===== config.mk =====
export PLATFORM = sky130hd
export DESIGN_NAME = udp_broadcast_frame_builder
export DESIGN_NICKNAME = d
export VERILOG_FILES = /design/src/hdl/udpfb_pkg.sv /design/src/hdl/udpfb_queue.sv /design/src/hdl/udpfb_front.sv /design/src/hdl/udpfb_back.sv /design/src/hdl/udp_broadcast_frame_builder.sv
export SDC_FILE = /design/constraint.sdc
export NUM_CORES = 1
export LEC_CHECK = 0
export BUFFER_PORTS_ARGS = -buffer_cell sky130_fd_sc_hd__buf_2
export CAP_MARGIN = 20
export CORE_ASPECT_RATIO = 0.7
export CORE_UTILIZATION = 50
export CTS_CLUSTER_DIAMETER = 80
export DETAILED_ROUTE_END_ITERATION = 16
export PLACE_DENSITY = 0.69
export SLEW_MARGIN = 10
export SYNTH_ARGS = -nofsm -noshare
export SYNTH_HDL_FRONTEND = slang
export SYNTH_HIERARCHICAL = 1
export SYNTH_SLANG_ARGS = --single-unit

===== constraint.sdc =====
create_clock -name clk -period 5.5 [get_ports clk]
set_input_delay 1.1 -clock clk [delete_from_list [all_inputs] [get_ports clk]]
set_output_delay 1.1 -clock clk [all_outputs]
set_load 0.01 [all_outputs]

===== src/hdl/udpfb_pkg.sv =====
`default_nettype none

package udpfb_pkg;

  // Operation codes carried on the input tuser.
  localparam logic [1:0] OP_HEADER  = 2'd0;
  localparam logic [1:0] OP_START   = 2'd1;
  localparam logic [1:0] OP_PAYLOAD = 2'd2;
  localparam logic [1:0] OP_SEND    = 2'd3;

  // Kinds of work handed from the front to the back.
  localparam logic [1:0] K_HDR  = 2'd0;
  localparam logic [1:0] K_PAY  = 2'd1;
  localparam logic [1:0] K_OVF  = 2'd2;
  localparam logic [1:0] K_SEND = 2'd3;

  // Configuration register indexes.
  localparam logic CFG_MAC  = 1'b0;
  localparam logic CFG_PORT = 1'b1;

  localparam int          TX_CAPACITY_DEF = 1536;
  localparam int          POS_BITS        = 12;
  localparam int          QUEUE_DEPTH     = 4;
  localparam int          HDR_LEN         = 42;
  localparam int          HDR_LAST        = HDR_LEN - 1;
  localparam int          SEND_LAST       = 7;
  localparam logic [15:0] PORT_RESET      = 16'd3865;

  // The IP header words are fixed apart from the slots patched at send time,
  // so their partial sum is a constant.
  localparam logic [17:0] HDR_SUM  = 18'h2C50F;
  // Pseudo-header seed of the UDP sum: protocol, two broadcast words, plus 2.
  localparam logic [18:0] UDP_SEED = 19'h20011;

  typedef struct packed {
    logic [1:0]          kind;
    logic [POS_BITS-1:0] pos;   // byte offset, or frame length for a send
    logic [7:0]          data;
    logic [15:0]         ipc;
    logic [15:0]         udc;
  } entry_t;

  // Ones'-complement fold to 16 bits, then complement. Two additions suffice
  // because the first sum never exceeds 17 bits.
  function automatic logic [15:0] fold_not(input logic [31:0] s);
    logic [16:0] t;
    logic [15:0] u;
    t = {1'b0, s[15:0]} + {1'b0, s[31:16]};
    u = t[15:0] + {15'b0, t[16]};
    return ~u;
  endfunction

  function automatic logic [7:0] hdr_byte(input logic [5:0] idx,
                                          input logic [47:0] mac,
                                          input logic [15:0] port);
    logic [7:0] b;
    b = 8'h00;
    case (idx) inside
      [6'd0:6'd5]:     b = 8'hFF;
      6'd6:            b = mac[47:40];
      6'd7:            b = mac[39:32];
      6'd8:            b = mac[31:24];
      6'd9:            b = mac[23:16];
      6'd10:           b = mac[15:8];
      6'd11:           b = mac[7:0];
      6'd12:           b = 8'h08;
      6'd14:           b = 8'h45;
      6'd20, 6'd22:    b = 8'h40;
      6'd23:           b = 8'h11;
      [6'd30:6'd33]:   b = 8'hFF;
      6'd34, 6'd36:    b = port[15:8];
      6'd35, 6'd37:    b = port[7:0];
      default:         b = 8'h00;
    endcase
    return b;
  endfunction

  // Base offset of each patched word in a send run.
  function automatic logic [5:0] send_off(input logic [1:0] k);
    logic [5:0] o;
    case (k)
      2'd0:    o = 6'd16;
      2'd1:    o = 6'd24;
      2'd2:    o = 6'd38;
      default: o = 6'd40;
    endcase
    return o;
  endfunction

endpackage

`default_nettype wire


===== src/hdl/udpfb_queue.sv =====
`default_nettype none

module udpfb_queue
  import udpfb_pkg::*;
#(
  parameter int WIDTH = 8,
  parameter int DEPTH = QUEUE_DEPTH
) (
  input  wire logic             clk,
  input  wire logic             rst,
  input  wire logic             push,
  input  wire logic [WIDTH-1:0] wdata,
  input  wire logic             pop,
  output logic      [WIDTH-1:0] head,
  output logic                  full,
  output logic                  empty
);

  localparam int PTR_W = (DEPTH > 1) ? $clog2(DEPTH) : 1;
  localparam int CNT_W = $clog2(DEPTH + 1);

  logic [WIDTH-1:0] mem [DEPTH];
  logic [PTR_W-1:0] wr_ptr;
  logic [PTR_W-1:0] rd_ptr;
  logic [CNT_W-1:0] count;

  assign full  = (count == CNT_W'(DEPTH));
  assign empty = (count == '0);
  assign head  = mem[rd_ptr];

  always_ff @(posedge clk) begin
    if (push) begin
      mem[wr_ptr] <= wdata;
    end
  end

  always_ff @(posedge clk) begin
    if (rst) begin
      wr_ptr <= '0;
      rd_ptr <= '0;
      count  <= '0;
    end else begin
      if (push) begin
        wr_ptr <= (wr_ptr == PTR_W'(DEPTH - 1)) ? '0 : wr_ptr + 1'b1;
      end
      if (pop) begin
        rd_ptr <= (rd_ptr == PTR_W'(DEPTH - 1)) ? '0 : rd_ptr + 1'b1;
      end
      if (push && !pop) begin
        count <= count + 1'b1;
      end else if (pop && !push) begin
        count <= count - 1'b1;
      end
    end
  end

endmodule

`default_nettype wire


===== src/hdl/udpfb_front.sv =====
`default_nettype none

module udpfb_front
  import udpfb_pkg::*;
#(
  parameter int TX_CAPACITY = TX_CAPACITY_DEF
) (
  input  wire logic        clk,
  input  wire logic        rst,
  input  wire logic        in_valid,
  output logic             in_ready,
  input  wire logic [1:0]  operation,
  input  wire logic [7:0]  data_byte,
  input  wire logic [15:0] udp_port,
  input  wire logic        q_full,
  output logic             push,
  output entry_t           push_entry
);

  localparam int POS_W = $clog2(TX_CAPACITY + 1);

  logic [POS_W-1:0] pos;
  logic [31:0]      rsum;
  logic [17:0]      hsum;
  logic [18:0]      ubase;
  logic             busy;

  // Send operands captured in the accept cycle, folded in the next one.
  logic [18:0]      sa_ip;
  logic [31:0]      sa_udp;
  logic [POS_W-1:0] len_s;

  logic             accept;
  logic             at_cap;
  logic [15:0]      l1;
  logic [15:0]      l2;
  logic [18:0]      ubase_next;
  logic [31:0]      weight;

  assign in_ready   = !busy && !q_full;
  assign accept     = in_valid && in_ready;
  assign at_cap     = (pos >= POS_W'(TX_CAPACITY));
  assign l1         = 16'(pos) - 16'd14;
  assign l2         = 16'(pos) - 16'd34;
  assign ubase_next = UDP_SEED + {2'b00, udp_port, 1'b0};
  assign weight     = pos[0] ? {24'b0, data_byte} : {16'b0, data_byte, 8'b0};

  always_comb begin
    push       = 1'b0;
    push_entry = '0;
    if (busy) begin
      push           = 1'b1;
      push_entry.kind = K_SEND;
      push_entry.pos  = POS_BITS'(len_s);
      push_entry.ipc  = fold_not(32'(sa_ip));
      push_entry.udc  = fold_not(sa_udp);
    end else if (accept) begin
      unique case (operation)
        OP_HEADER: begin
          push            = 1'b1;
          push_entry.kind = K_HDR;
        end
        OP_PAYLOAD: begin
          push = 1'b1;
          if (at_cap) begin
            push_entry.kind = K_OVF;
          end else begin
            push_entry.kind = K_PAY;
            push_entry.pos  = POS_BITS'(pos);
            push_entry.data = data_byte;
          end
        end
        OP_START, OP_SEND: begin
          push = 1'b0;
        end
      endcase
    end
  end

  always_ff @(posedge clk) begin
    if (rst) begin
      pos   <= '0;
      rsum  <= '0;
      hsum  <= '0;
      ubase <= '0;
      busy  <= 1'b0;
    end else if (busy) begin
      // The checksum words of the send just issued join the running sum.
      rsum <= rsum + 32'(push_entry.ipc) + 32'(push_entry.udc);
      busy <= 1'b0;
    end else if (accept) begin
      unique case (operation)
        OP_HEADER: begin
          hsum  <= HDR_SUM;
          ubase <= ubase_next;
          rsum  <= 32'(ubase_next);
          pos   <= POS_W'(HDR_LEN);
        end
        OP_START: begin
          rsum <= 32'(ubase);
          pos  <= POS_W'(HDR_LEN);
        end
        OP_PAYLOAD: begin
          if (!at_cap) begin
            rsum <= rsum + weight;
            pos  <= pos + 1'b1;
          end
        end
        OP_SEND: begin
          rsum <= rsum + 32'(l1) + 32'(l2);
          pos  <= POS_W'(HDR_LEN);
          busy <= 1'b1;
        end
      endcase
    end
  end

  always_ff @(posedge clk) begin
    if (accept && operation == OP_SEND) begin
      sa_ip  <= 19'(hsum) + 19'(l1);
      sa_udp <= rsum + {15'b0, l2, 1'b0};
      len_s  <= pos;
    end
  end

`ifndef SYNTHESIS
  a_send_busy: assert property (@(posedge clk) disable iff (rst)
    accept && operation == OP_SEND |=> busy)
    else $error("send accept did not start the fold cycle");
  a_busy_one: assert property (@(posedge clk) disable iff (rst)
    busy |=> !busy)
    else $error("fold cycle lasted more than one cycle");
  a_pos_cap: assert property (@(posedge clk) disable iff (rst)
    pos <= POS_W'(TX_CAPACITY))
    else $error("write position beyond capacity");
`endif

endmodule

`default_nettype wire


===== src/hdl/udpfb_back.sv =====
`default_nettype none

module udpfb_back
  import udpfb_pkg::*;
(
  input  wire logic        clk,
  input  wire logic        rst,
  input  wire logic        q_empty,
  input  wire entry_t      head,
  output logic             pop,
  input  wire logic [47:0] mac_address,
  input  wire logic [15:0] udp_port,
  output logic             m_axis_tvalid,
  input  wire logic        m_axis_tready,
  output logic [31:0]      m_axis_tdata,
  output logic             m_axis_tlast,
  output logic             m_axis_tuser
);

  logic [5:0]  idx;
  logic        load;
  logic        fin;
  logic [10:0] off;
  logic [7:0]  bval;
  logic        lst;
  logic [10:0] flen;
  logic        ovf;
  logic [15:0] l1;
  logic [15:0] l2;
  logic [15:0] word;
  logic [5:0]  base;

  assign load = !q_empty && (!m_axis_tvalid || m_axis_tready);
  assign pop  = load && fin;
  assign l1   = 16'(head.pos) - 16'd14;
  assign l2   = 16'(head.pos) - 16'd34;
  assign base = send_off(idx[2:1]);

  always_comb begin
    case (idx[2:1])
      2'd0:    word = l1;
      2'd1:    word = head.ipc;
      2'd2:    word = l2;
      default: word = head.udc;
    endcase
  end

  always_comb begin
    off  = '0;
    bval = '0;
    lst  = 1'b0;
    flen = '0;
    ovf  = 1'b0;
    fin  = 1'b1;
    unique case (head.kind)
      K_HDR: begin
        off  = 11'(idx);
        bval = hdr_byte(idx, mac_address, udp_port);
        lst  = (idx == 6'(HDR_LAST));
        fin  = lst;
      end
      K_PAY: begin
        off  = 11'(head.pos);
        bval = head.data;
      end
      K_OVF: begin
        ovf = 1'b1;
      end
      K_SEND: begin
        off  = 11'({base[5:1], idx[0]});
        bval = idx[0] ? word[7:0] : word[15:8];
        lst  = (idx == 6'(SEND_LAST));
        flen = lst ? 11'(head.pos) : '0;
        fin  = lst;
      end
    endcase
  end

  always_ff @(posedge clk) begin
    if (rst) begin
      m_axis_tvalid <= 1'b0;
      idx           <= '0;
    end else begin
      if (load) begin
        m_axis_tvalid <= 1'b1;
        idx           <= fin ? '0 : idx + 1'b1;
      end else if (m_axis_tready) begin
        m_axis_tvalid <= 1'b0;
      end
    end
  end

  always_ff @(posedge clk) begin
    if (load) begin
      m_axis_tdata <= {2'b00, flen, bval, off};
      m_axis_tlast <= lst;
      m_axis_tuser <= ovf;
    end
  end

`ifndef SYNTHESIS
  a_ovf_clean: assert property (@(posedge clk) disable iff (rst)
    m_axis_tvalid && m_axis_tuser |-> m_axis_tdata == '0 && !m_axis_tlast)
    else $error("overflow item carries data");
  a_flen_last: assert property (@(posedge clk) disable iff (rst)
    m_axis_tvalid && !m_axis_tlast |-> m_axis_tdata[29:19] == '0)
    else $error("frame length shown on an item that is not last");
  a_send_idx: assert property (@(posedge clk) disable iff (rst)
    !q_empty && head.kind == K_SEND |-> idx <= 6'(SEND_LAST))
    else $error("send run index out of range");
`endif

endmodule

`default_nettype wire


===== src/hdl/udp_broadcast_frame_builder.sv =====
`default_nettype none
// A payload item reaches the output through the queue and the output register, as does
// the first item of a header run; a send's operands are first captured in registers.
// Input takes one item per cycle while the queue is not full, but a send holds it off
// while both checksums are folded; output runs one item per cycle while the receiver
// is ready (42 per header, 8 per send); a four-entry queue lets input run ahead of it.
// Reset (synchronous): clears position, sums, queue and output valid; port reads 3865.

module udp_broadcast_frame_builder
  import udpfb_pkg::*;
#(
  parameter int TX_CAPACITY = TX_CAPACITY_DEF
) (
  input  wire logic        clk,
  input  wire logic        rst,
  input  wire logic        cfg_valid,
  output logic             cfg_ready,
  input  wire logic        cfg_index,
  input  wire logic [47:0] cfg_data,
  input  wire logic        s_axis_tvalid,
  output logic             s_axis_tready,
  input  wire logic [7:0]  s_axis_tdata,  // [7:0] data_byte
  input  wire logic [1:0]  s_axis_tuser,  // [1:0] operation
  output logic             m_axis_tvalid,
  input  wire logic        m_axis_tready,
  output logic [31:0]      m_axis_tdata,  // [10:0] buf_offset, [18:11] byte_value,
                                          // [29:19] frame_length, [31:30] zero
  output logic             m_axis_tlast,
  output logic             m_axis_tuser   // [0] overflow
);

  logic [47:0] mac_address;
  logic [15:0] udp_port;
  logic        push;
  entry_t      push_entry;
  entry_t      head;
  logic        pop;
  logic        q_full;
  logic        q_empty;

  assign cfg_ready = 1'b1;

  always_ff @(posedge clk) begin
    if (rst) begin
      mac_address <= '0;
      udp_port    <= PORT_RESET;
    end else if (cfg_valid) begin
      unique case (cfg_index)
        CFG_MAC:  mac_address <= cfg_data;
        CFG_PORT: udp_port    <= cfg_data[15:0];
      endcase
    end
  end

  udpfb_front #(
    .TX_CAPACITY(TX_CAPACITY)
  ) u_front (
    .clk        (clk),
    .rst        (rst),
    .in_valid   (s_axis_tvalid),
    .in_ready   (s_axis_tready),
    .operation  (s_axis_tuser),
    .data_byte  (s_axis_tdata),
    .udp_port   (udp_port),
    .q_full     (q_full),
    .push       (push),
    .push_entry (push_entry)
  );

  udpfb_queue #(
    .WIDTH($bits(entry_t)),
    .DEPTH(QUEUE_DEPTH)
  ) u_queue (
    .clk   (clk),
    .rst   (rst),
    .push  (push),
    .wdata (push_entry),
    .pop   (pop),
    .head  (head),
    .full  (q_full),
    .empty (q_empty)
  );

  udpfb_back u_back (
    .clk           (clk),
    .rst           (rst),
    .q_empty       (q_empty),
    .head          (head),
    .pop           (pop),
    .mac_address   (mac_address),
    .udp_port      (udp_port),
    .m_axis_tvalid (m_axis_tvalid),
    .m_axis_tready (m_axis_tready),
    .m_axis_tdata  (m_axis_tdata),
    .m_axis_tlast  (m_axis_tlast),
    .m_axis_tuser  (m_axis_tuser)
  );

endmodule

`default_nettype wire


==> results of run 1 <==
## layer usage
metal  wire, um  vias to the layer above  GRT usage, %
met5         41                        -             0
li1           -                     9784             -
met2      33400                     1046          39.3
met3       9440                       97          8.24
met1      36600                    10711          44.0
met4       1240                        6          5.43
## final timing paths
check	start	end	slack, ns	cells after the start
max	u_front/sa_udp[20]	u_front/rsum[23]	-0.19	27
min	u_front/ubase[12]	u_front/ubase[12]	0.45	2
max reg2reg	u_front/sa_udp[20]	u_front/rsum[23]	-0.19	27
min reg2reg	u_front/ubase[12]	u_front/ubase[12]	0.45	2
## cell usage after synthesis (40+ instances only)
library cell / n
sky130_fd_sc_hd__edfxtp_1: 309
sky130_fd_sc_hd__nand2_1: 173
sky130_fd_sc_hd__nor2_1: 170
sky130_fd_sc_hd__inv_1: 148
sky130_fd_sc_hd__dfxtp_1: 143
sky130_fd_sc_hd__a21oi_1: 130
sky130_fd_sc_hd__ha_1: 119
sky130_fd_sc_hd__o21ai_0: 113
sky130_fd_sc_hd__xnor2_1: 98
sky130_fd_sc_hd__clkbuf_1: 95
sky130_fd_sc_hd__nand2b_1: 88
sky130_fd_sc_hd__xor2_1: 80
sky130_fd_sc_hd__mux4_2: 62
sky130_fd_sc_hd__and2_1: 56
sky130_fd_sc_hd__mux2i_1: 46
sky130_fd_sc_hd__and3_1: 42
sky130_fd_sc_hd__nor3_1: 40
## registers in the layout (all words and copies together), names as in the netlist, named ones only
signal and cells:
u_queue/mem 216, mac_address 48, u_front/rsum 32, u_front/sa_udp 32, u_back/m_axis_tdata 30, u_front/ubase 19
u_front/sa_ip 18, udp_port 16, u_front/len_s 11, u_front/pos 11, u_back/idx 6, u_queue/count 3
u_queue/rd_ptr 2, u_queue/wr_ptr 2, u_back/m_axis_tlast 1, u_back/m_axis_tuser 1, u_back/m_axis_tvalid 1, u_front/busy 1
## cells by family (layout without fill, tap and decap cells)
group,after synthesis,after routing,synth area share [%]
and+or+nand+nor,784,784,15.7
AOI/OAI and AO/OA,571,571,14.2
DFF,452,452,44.2
buffers and inverters,296,512,4.69
xor gates and xnor gates,178,178,5.67
adders and majority gates,157,157,8.18
muxes,117,117,7.34
other,3,4,0.0410
## worst max-delay path, cell delays in order, from the launching register on
cell                        delay (ns)
sky130_fd_sc_hd__edfxtp_1         0.42
sky130_fd_sc_hd__ha_4             0.31
sky130_fd_sc_hd__a21o_1           0.18
sky130_fd_sc_hd__a221oi_4         0.09
sky130_fd_sc_hd__o211a_1          0.24
sky130_fd_sc_hd__o31ai_2          0.24
sky130_fd_sc_hd__a21oi_1          0.11
sky130_fd_sc_hd__nor2b_1          0.14
sky130_fd_sc_hd__o21ai_1          0.08
sky130_fd_sc_hd__nand2b_1         0.09
sky130_fd_sc_hd__ha_2             0.21
sky130_fd_sc_hd__ha_4             0.13
sky130_fd_sc_hd__and2_4           0.14
sky130_fd_sc_hd__and3_4           0.22
sky130_fd_sc_hd__nand4_1          0.14
sky130_fd_sc_hd__buf_4            0.18
sky130_fd_sc_hd__or4_4            0.42
sky130_fd_sc_hd__a21oi_4          0.15
sky130_fd_sc_hd__fa_1             0.47
sky130_fd_sc_hd__ha_4             0.31
sky130_fd_sc_hd__buf_4            0.16
sky130_fd_sc_hd__nand3_2          0.12
sky130_fd_sc_hd__nor4b_4          0.28
sky130_fd_sc_hd__buf_4            0.20
sky130_fd_sc_hd__o21ai_4          0.07
sky130_fd_sc_hd__and2_4           0.19
sky130_fd_sc_hd__o21a_1           0.16
sky130_fd_sc_hd__a2bb2oi_1        0.14
## power groups by stage
stage / registers [mW] / clock network, mW / logic [mW]
global placement: 4.41 / 0 / 4.42
finish: 4.37 / 3.32 / 4.85
global route: 4.39 / 3.49 / 5.18
floorplan: 4.34 / 0 / 3.07
detailed placement: 4.42 / 0 / 4.48
CTS: 4.36 / 3.36 / 4.61
## timing repair
action,in CTS,in global routing
setup buffers,15,14
pin swaps,51,48
endpoints found under the hold margin,0,0
gates resized for setup,77,78
endpoints found under the setup margin,24,26
## layout make-up
| class | count | share of cell area, % |
|---|---|---|
| Clock buffer | 57 | 3.99 |
| Clock inverter | 27 | 1.01 |
| Inverter | 152 | 1.80 |
| Multi-Input combinational cell | 1811 | 46.4 |
| Sequential cell | 452 | 38.0 |
| Tap cell | 730 | 2.86 |
| Timing Repair Buffer | 276 | 5.97 |
## per-stage QoR
| stage | worst slack [ns] | utilization, % | power, mW |
|---|---|---|---|
| CTS | -0.137 | 58.2 | 12.3 |
| floorplan | -0.00301 | - | 7.41 |
| detailed placement | -0.305 | 54.5 | 8.90 |
| global placement | -0.215 | 54.5 | 8.83 |
| finish | -0.193 | 59.2 | 12.5 |
| global route | -0.432 | 59.2 | 13.1 |
==> results.md, run 1 <==
- The library cell used most frequently in the layout, excluding fill and tap cells, is sky130_fd_sc_hd__edfxtp_1.
- Pin placement for this block handled around 100 I/O pins.
- Once detail routing completed, the nets flagged for antenna violations numbered 0.
- The share of the clock period used by the worst path is 104%.
- The total of hold buffers inserted after clock tree synthesis is 0.
- The TritonCTS buffer count is 45.
- The analysis attributes to cell leakage a power of 12.2 nW.
- The congestion estimate from routability-driven global placement came to 0.978.
- The post-CTS clock slew at the launch and capture registers of the worst setup and hold paths is about 0.06 ns.
- A synthesized cell averages 10.7 sq um.
- Of the cells placed in the final design, the portion with a size suffix greater than 1 is roughly a fifth.
- The number of cells after detailed placement is 3392.
- The worst setup path is launched from a flop.
- The initial antenna violation count is 3.
- The count of maximum capacitance violations is 0.
- The maximum level of the CTS H-tree is 2.
- The wire length of the first global-routing pass is 121 mm.
- Setup repair after global routing could not meet its margin everywhere.
- The count of buffers added on input and output ports is 97.
- Once detailed placement completed, the half-perimeter wirelength came to 59.6 mm.
- Counting flops with a built-in enable in the synthesized netlist gives 309.
- Fill cells in the final layout number between 4000 and 5000.
- Summing over every cut layer, the via total after detailed routing is between 20000 and 25000.
- The die span in x is 282 um.
- The tree is rooted in a sky130_fd_sc_hd__clkbuf_16.
- The row count is 71.
- Hold timing on the final database bottoms out at a slack of 0.453 ns.
- The element type at the critical path end is a flop.
- The global routing usage summed across all routing layers is 28.5%.
- The total iterations of the first detailed-routing run is 6.
- The number of global-route vias before repair was 20121.
- The post-route minimum period is ~5.7 ns.
- The critical-path maximum fanout is 5.
- The post-route clock skew is roughly 0.018 ns.
- The most used flip-flop cell after synthesis is sky130_fd_sc_hd__edfxtp_1.
- Setup slack on the critical path of the routed design comes to -0.193 ns.
- The number of warning messages in the yosys log is 6.
- After the last flow step, the layout net total stands at around 3000.
- The portion of total power attributed to the clock network is 26.5%.
- The max-slew violation total from the final report was 0.
- The number of remaining DRC errors is 0.
- The number of sinks on the clock net is 452.
- The initial cell density of the core is 50.9%.
- The mean routed wirelength per cell is between 20 and 25 um.
- The die area is 0.0559 sq mm.
- The insertion delay of the later-clocked pin in the worst-skew pair is 0.60 ns.
- After synthesis, the cell types taking the most area are sky130_fd_sc_hd__edfxtp_1, sky130_fd_sc_hd__dfxtp_1, sky130_fd_sc_hd__ha_1, sky130_fd_sc_hd__mux4_2, sky130_fd_sc_hd__xnor2_1.
- The synthesis-to-layout area growth is 16.3%.
- The finished layout holds 3505 standard cells, fillers aside.
- The internal portion of the total power is 7.90 mW.
- The region available for standard cell placement spans 0.0540 sq mm.
- The post-synthesis cell type with the largest combined area is sky130_fd_sc_hd__edfxtp_1.
- After detailed routing, the number of vias per cell comes to ~6.
- The initial DRC count is between 2000 and 3000.
- The sequential area share after synthesis is 44.2%.
- Summed over all failing endpoints, the final setup total negative slack is -1.83 ns.
- The type of the most critical hold path is flop to flop.
- Leaving out fill and tap cells, the most frequent cells in the layout are sky130_fd_sc_hd__edfxtp_1, sky130_fd_sc_hd__nand2_1, sky130_fd_sc_hd__buf_4, sky130_fd_sc_hd__nor2_1, sky130_fd_sc_hd__dfxtp_1.
- At the worst endpoint, the arrival time is 6.16 ns.
- The tightest slew margin relative to the limit is between 20 and 30%.
- The distinct cell type count of the synthesized netlist is 111.
- The flow ran to the end, but the final reports show violations.
- Measured along the y axis, the die boundary spans 198 um.
- The multi-input combinational cells in the finished layout cover a total of about 0.015 sq mm.
- The leftover overflow at the end of global routing is 0.
- Entering global routing, the biggest net connects 83 pins.
- TritonCTS built the clock tree.
- The ratio of total power to cell area is 392 mW/mm^2.
- The netlist area before placement is 0.0275 sq mm.
- The worst IR drop on VDD is ~0.48 mV.
- For this run, asynchronously set or reset flops after synthesis account for 0%.
- Of the total power, the share spent switching nets is 36.9%.
- The number of storage elements in the synthesis netlist is 452.
- The pin slew with the least headroom to its limit is 1.07 ns.
- The post-layout instance area is ~0.032 sq mm.
- The number of instances in the synthesized netlist is approximately 2600.
- The setup violation total in the final timing report is 19.
- The maximum buffer depth of the clock tree is 3.
- Data on the critical path is required at its endpoint by 5.97 ns.
- The repair_antennas step left the layout with diodes totalling 0.
- The flip-flop and latch area is 0.0121 sq mm.
- Based on the critical path, the design can be clocked at up to 176 MHz.
- The placed instance area is a little under 0.03 sq mm.
- The startpoint-to-endpoint class of the critical path is flop to flop.
- The synthesized design devotes to its leading area cell type 33.8% of total area.
- In this run, the combinational gates consume 38.7% of the power.
- The post-detailed-routing wire length is 80.7 mm.
- The relative contribution of sequential cells to total power is 34.9%.
- The final reports fail on setup timing.
- The analysis attributes to net switching a power of 4.62 mW.
- The final hold violation count was 0.
Power figures use the tool's default switching activity.
==> inputs of run 2 (changes only) <==
--- a/config.mk
+++ b/config.mk
@@ -11,7 +11,7 @@
 export CORE_UTILIZATION = 50
 export CTS_CLUSTER_DIAMETER = 80
 export DETAILED_ROUTE_END_ITERATION = 16
-export PLACE_DENSITY = 0.69
+export PLACE_DENSITY = 0.77
 export SLEW_MARGIN = 10
 export SYNTH_ARGS = -nofsm -noshare
 export SYNTH_HDL_FRONTEND = slang
==> run 2 against run 1 <==
  * The flow still finishes with violations (setup timing)
  * Clock skew increased by 0.0036 ns
  * Count of clock-buffer cells in the layout decreased by 11
  * Via count increased by 1.5%
  * Sequential power about the same
  * Maximum frequency decreased by 1.1%
  * Non-clock buffer count decreased by 3
  * Wire length increased by 3.2%
  * Flip-flop and latch count unchanged
  * First-iteration DRC count increased by 10%
  * Utilization decreased by 0.38 points
  * Cell area decreased by 0.65%
  * Combinational power decreased by 2%
  * Critical path type unchanged
==> results.md, run 2 (synthesis gave the netlist of run 1 again) <==
- The slowest stage of the critical path is the sky130_fd_sc_hd__fa_1 cell.
- The flow ran to the end, but the final reports show violations.
- The number of vias per cell is 6.28.
- The largest net degree at the start of global routing is 94.
- For the pin with the worst max-slew slack, the measured transition is 1.22 ns.
- The worst setup path is launched from a flop.
- The die is about 200 um tall.
- Setup repair after global routing could not meet its margin everywhere.
- During placement, the flow inserted port buffers numbering 97.
- The wire-length estimate of the detail-placed layout is 61.9 mm.
- The number of sinks on the clock net is about 450.
- The routed design has 83.3 mm of wire.
- On the critical path the largest part of the delay comes from simple AND/OR/NAND/NOR gates.
- In the final layout, the share of cells above drive strength 1 is 20.3%.
- The checks that failed: setup timing.
- The element type at the critical path end is a flop.
- Leaving out fill and tap cells, the most frequent cell in the layout is sky130_fd_sc_hd__edfxtp_1.
- The critical-path maximum fanout is 4.
- The later pin in the worst-skew pair is clocked with a latency of 0.60 ns.
- The critical path contains buffers and inverters numbering 2 combined.
- The top cell types in the final layout, fill and taps aside, are sky130_fd_sc_hd__edfxtp_1, sky130_fd_sc_hd__nand2_1, sky130_fd_sc_hd__buf_4, sky130_fd_sc_hd__nor2_1, sky130_fd_sc_hd__inv_1.
- The number of global-route vias before repair is 20347.
- The final hold violation count is 0.
- The total overflow left after global routing is 0.
- For this configuration, the core starts out at a cell density of 50.9%.
- The TritonCTS clock tree is yes.
- Ranked by flip-flop count, first place goes to u_queue/mem.
- The residual antenna-violating net count after detailed routing is 0.
- The count of maximum capacitance violations is 0.
- In the routed design, unresolved DRC markers number 0.
- The tightest slew margin relative to the limit is around 18%.
- The initial antenna violation count is 6.
- The first global-routing pass estimated 124 mm of wire.
- The share of the core filled with cells in the final layout is 58.8%.
- IR analysis of the VDD net gives a maximum drop of roughly 0.24 mV.
- The clock passes through at most 3 buffers.
- The final critical path takes up 105% of the cycle.
- After layout, the worst setup slack is -0.259 ns.
- The post-route clock skew is around 0.021 ns.
- STA puts the critical path data arrival time at 6.24 ns.
- The global routing usage summed across all routing layers is 29.6%.
- The routed layout has 21963 vias.
- Setup violations remaining at the end of the flow were counted as 25.
- Clock-pin slew was measured on the worst setup and hold paths at ~0.070 ns.
- The max-slew violation total from the final report came to 0.
- The die span in x is 282 um.
- The die area is between 0.05 and 0.06 sq mm.
- The cell repeated most along the worst path is sky130_fd_sc_hd__nand2_1.
- The number of cells in the finished layout apart from fillers is 3500.
- The row count is 71.
- The static leakage power is 12.1 nW.
- The first TritonRoute pass finished after 6 iterations.
- In the final routed layout, each cell accounts on average for between 20 and 25 um.
- The layout net count is between 2000 and 3000.
- The post-route minimum period is between 5 and 6 ns.
- For this design the ratio of total power to cell area is 390 mW/mm^2.
- The largest stage delay on the critical path is around 0.50 ns.
- The overall power consumption is approximately 12 mW.
- The synthesis-to-layout area growth is 15.5%.
- The H-tree was split into 2 levels.
- The post-route worst hold slack is ~0.46 ns.
- The achievable frequency is 174 MHz.
- In the final layout, the registers with the most flip-flops are u_queue/mem x216, mac_address x48.
- The register with the most flip-flops in the layout has 216 of them.
- The congestion estimate from routability-driven global placement came to ~0.99.
- In this run, the number of DRC markers left after iteration 0 of detailed routing was between 2000 and 3000.
- In this run the clock root is driven by a sky130_fd_sc_hd__clkbuf_16.
- The number of clock buffers added by TritonCTS is 44.
- The startpoint-to-endpoint class of the critical path is flop to flop.
- The area of the core is between 0.05 and 0.06 sq mm.
- The endpoint required time on the critical path is 5.98 ns.
- The type of the most critical hold path is flop to flop.
- In this run, placement finished with an instance count of 3391.
- about 100 I/O pins were placed.
[run 2: cell types whose count changed in the layout (fill, tap and decap cells not counted), sizes merged, moves of 2 or more]
cell and delta:
bufinv +2, clkinvlp -3, clkbuf -11, buf -3, inv -3, clkinv +12
[run 2: report_power, final]
part	internal [mW]	switching, mW
clock network	1.82	1.41
registers	4.07	0.312
logic	1.91	2.86
[run 2: final timing paths]
path              cells past startpoint  slack, ns          endpoint               from
setup / recovery                     29      -0.26  u_front/rsum[23]  u_front/sa_udp[0]
hold / removal                        2       0.46  u_front/ubase[2]   u_front/ubase[2]
setup reg to reg                     29      -0.26  u_front/rsum[23]  u_front/sa_udp[0]
hold reg to reg                       2       0.46  u_front/ubase[2]   u_front/ubase[2]
[run 2: through the flow]
stage	area [sq um]	worst slack, ns	setup TNS (ns)
floorplan	27600	-0.00301	-0.00301
global placement	29400	-0.338	-4.52
detailed placement	29400	-0.436	-7.36
CTS	31300	-0.131	-0.914
global route	31800	-0.597	-11.71
finish	31800	-0.259	-4.03
[run 2: area by class of cell]
cell class,instances,area (sq um)
inverter,152,573
clock inverter,35,422
antenna,1,2.50
timing repair buffer,273,1840
fill,4454,22300
multi-input combinational,1811,14700
sequential,452,12100
tap,730,913
clock buffer,46,1110
[run 2: what timing repair did]
item                       4_1_cts  5_1_grt
pin swaps                       53       42
buffers inserted                13       14
setup endpoints to repair       25       26
hold buffers                     0        0
gates cloned                     0        0
resized for setup               58       68
[run 2: routing by layer]
layer | track usage, % | up-vias | share of wire [%]
li1 | - | 9771 | -
met1 | 46.2 | 10819 | 45
met2 | 40.8 | 1245 | 41
met3 | 7.01 | 126 | 12
met4 | 6.85 | 2 | 2.1
met5 | 0 | - | 0.016
[run 2: tightest hold or removal path: cells and delay by family, from the launching register on]
family	cells	cell delay (ns)
flip-flops	1	0.31
AND/OR/NAND/NOR	1	0.05
AO/OA/AOI/OAI	1	0.05
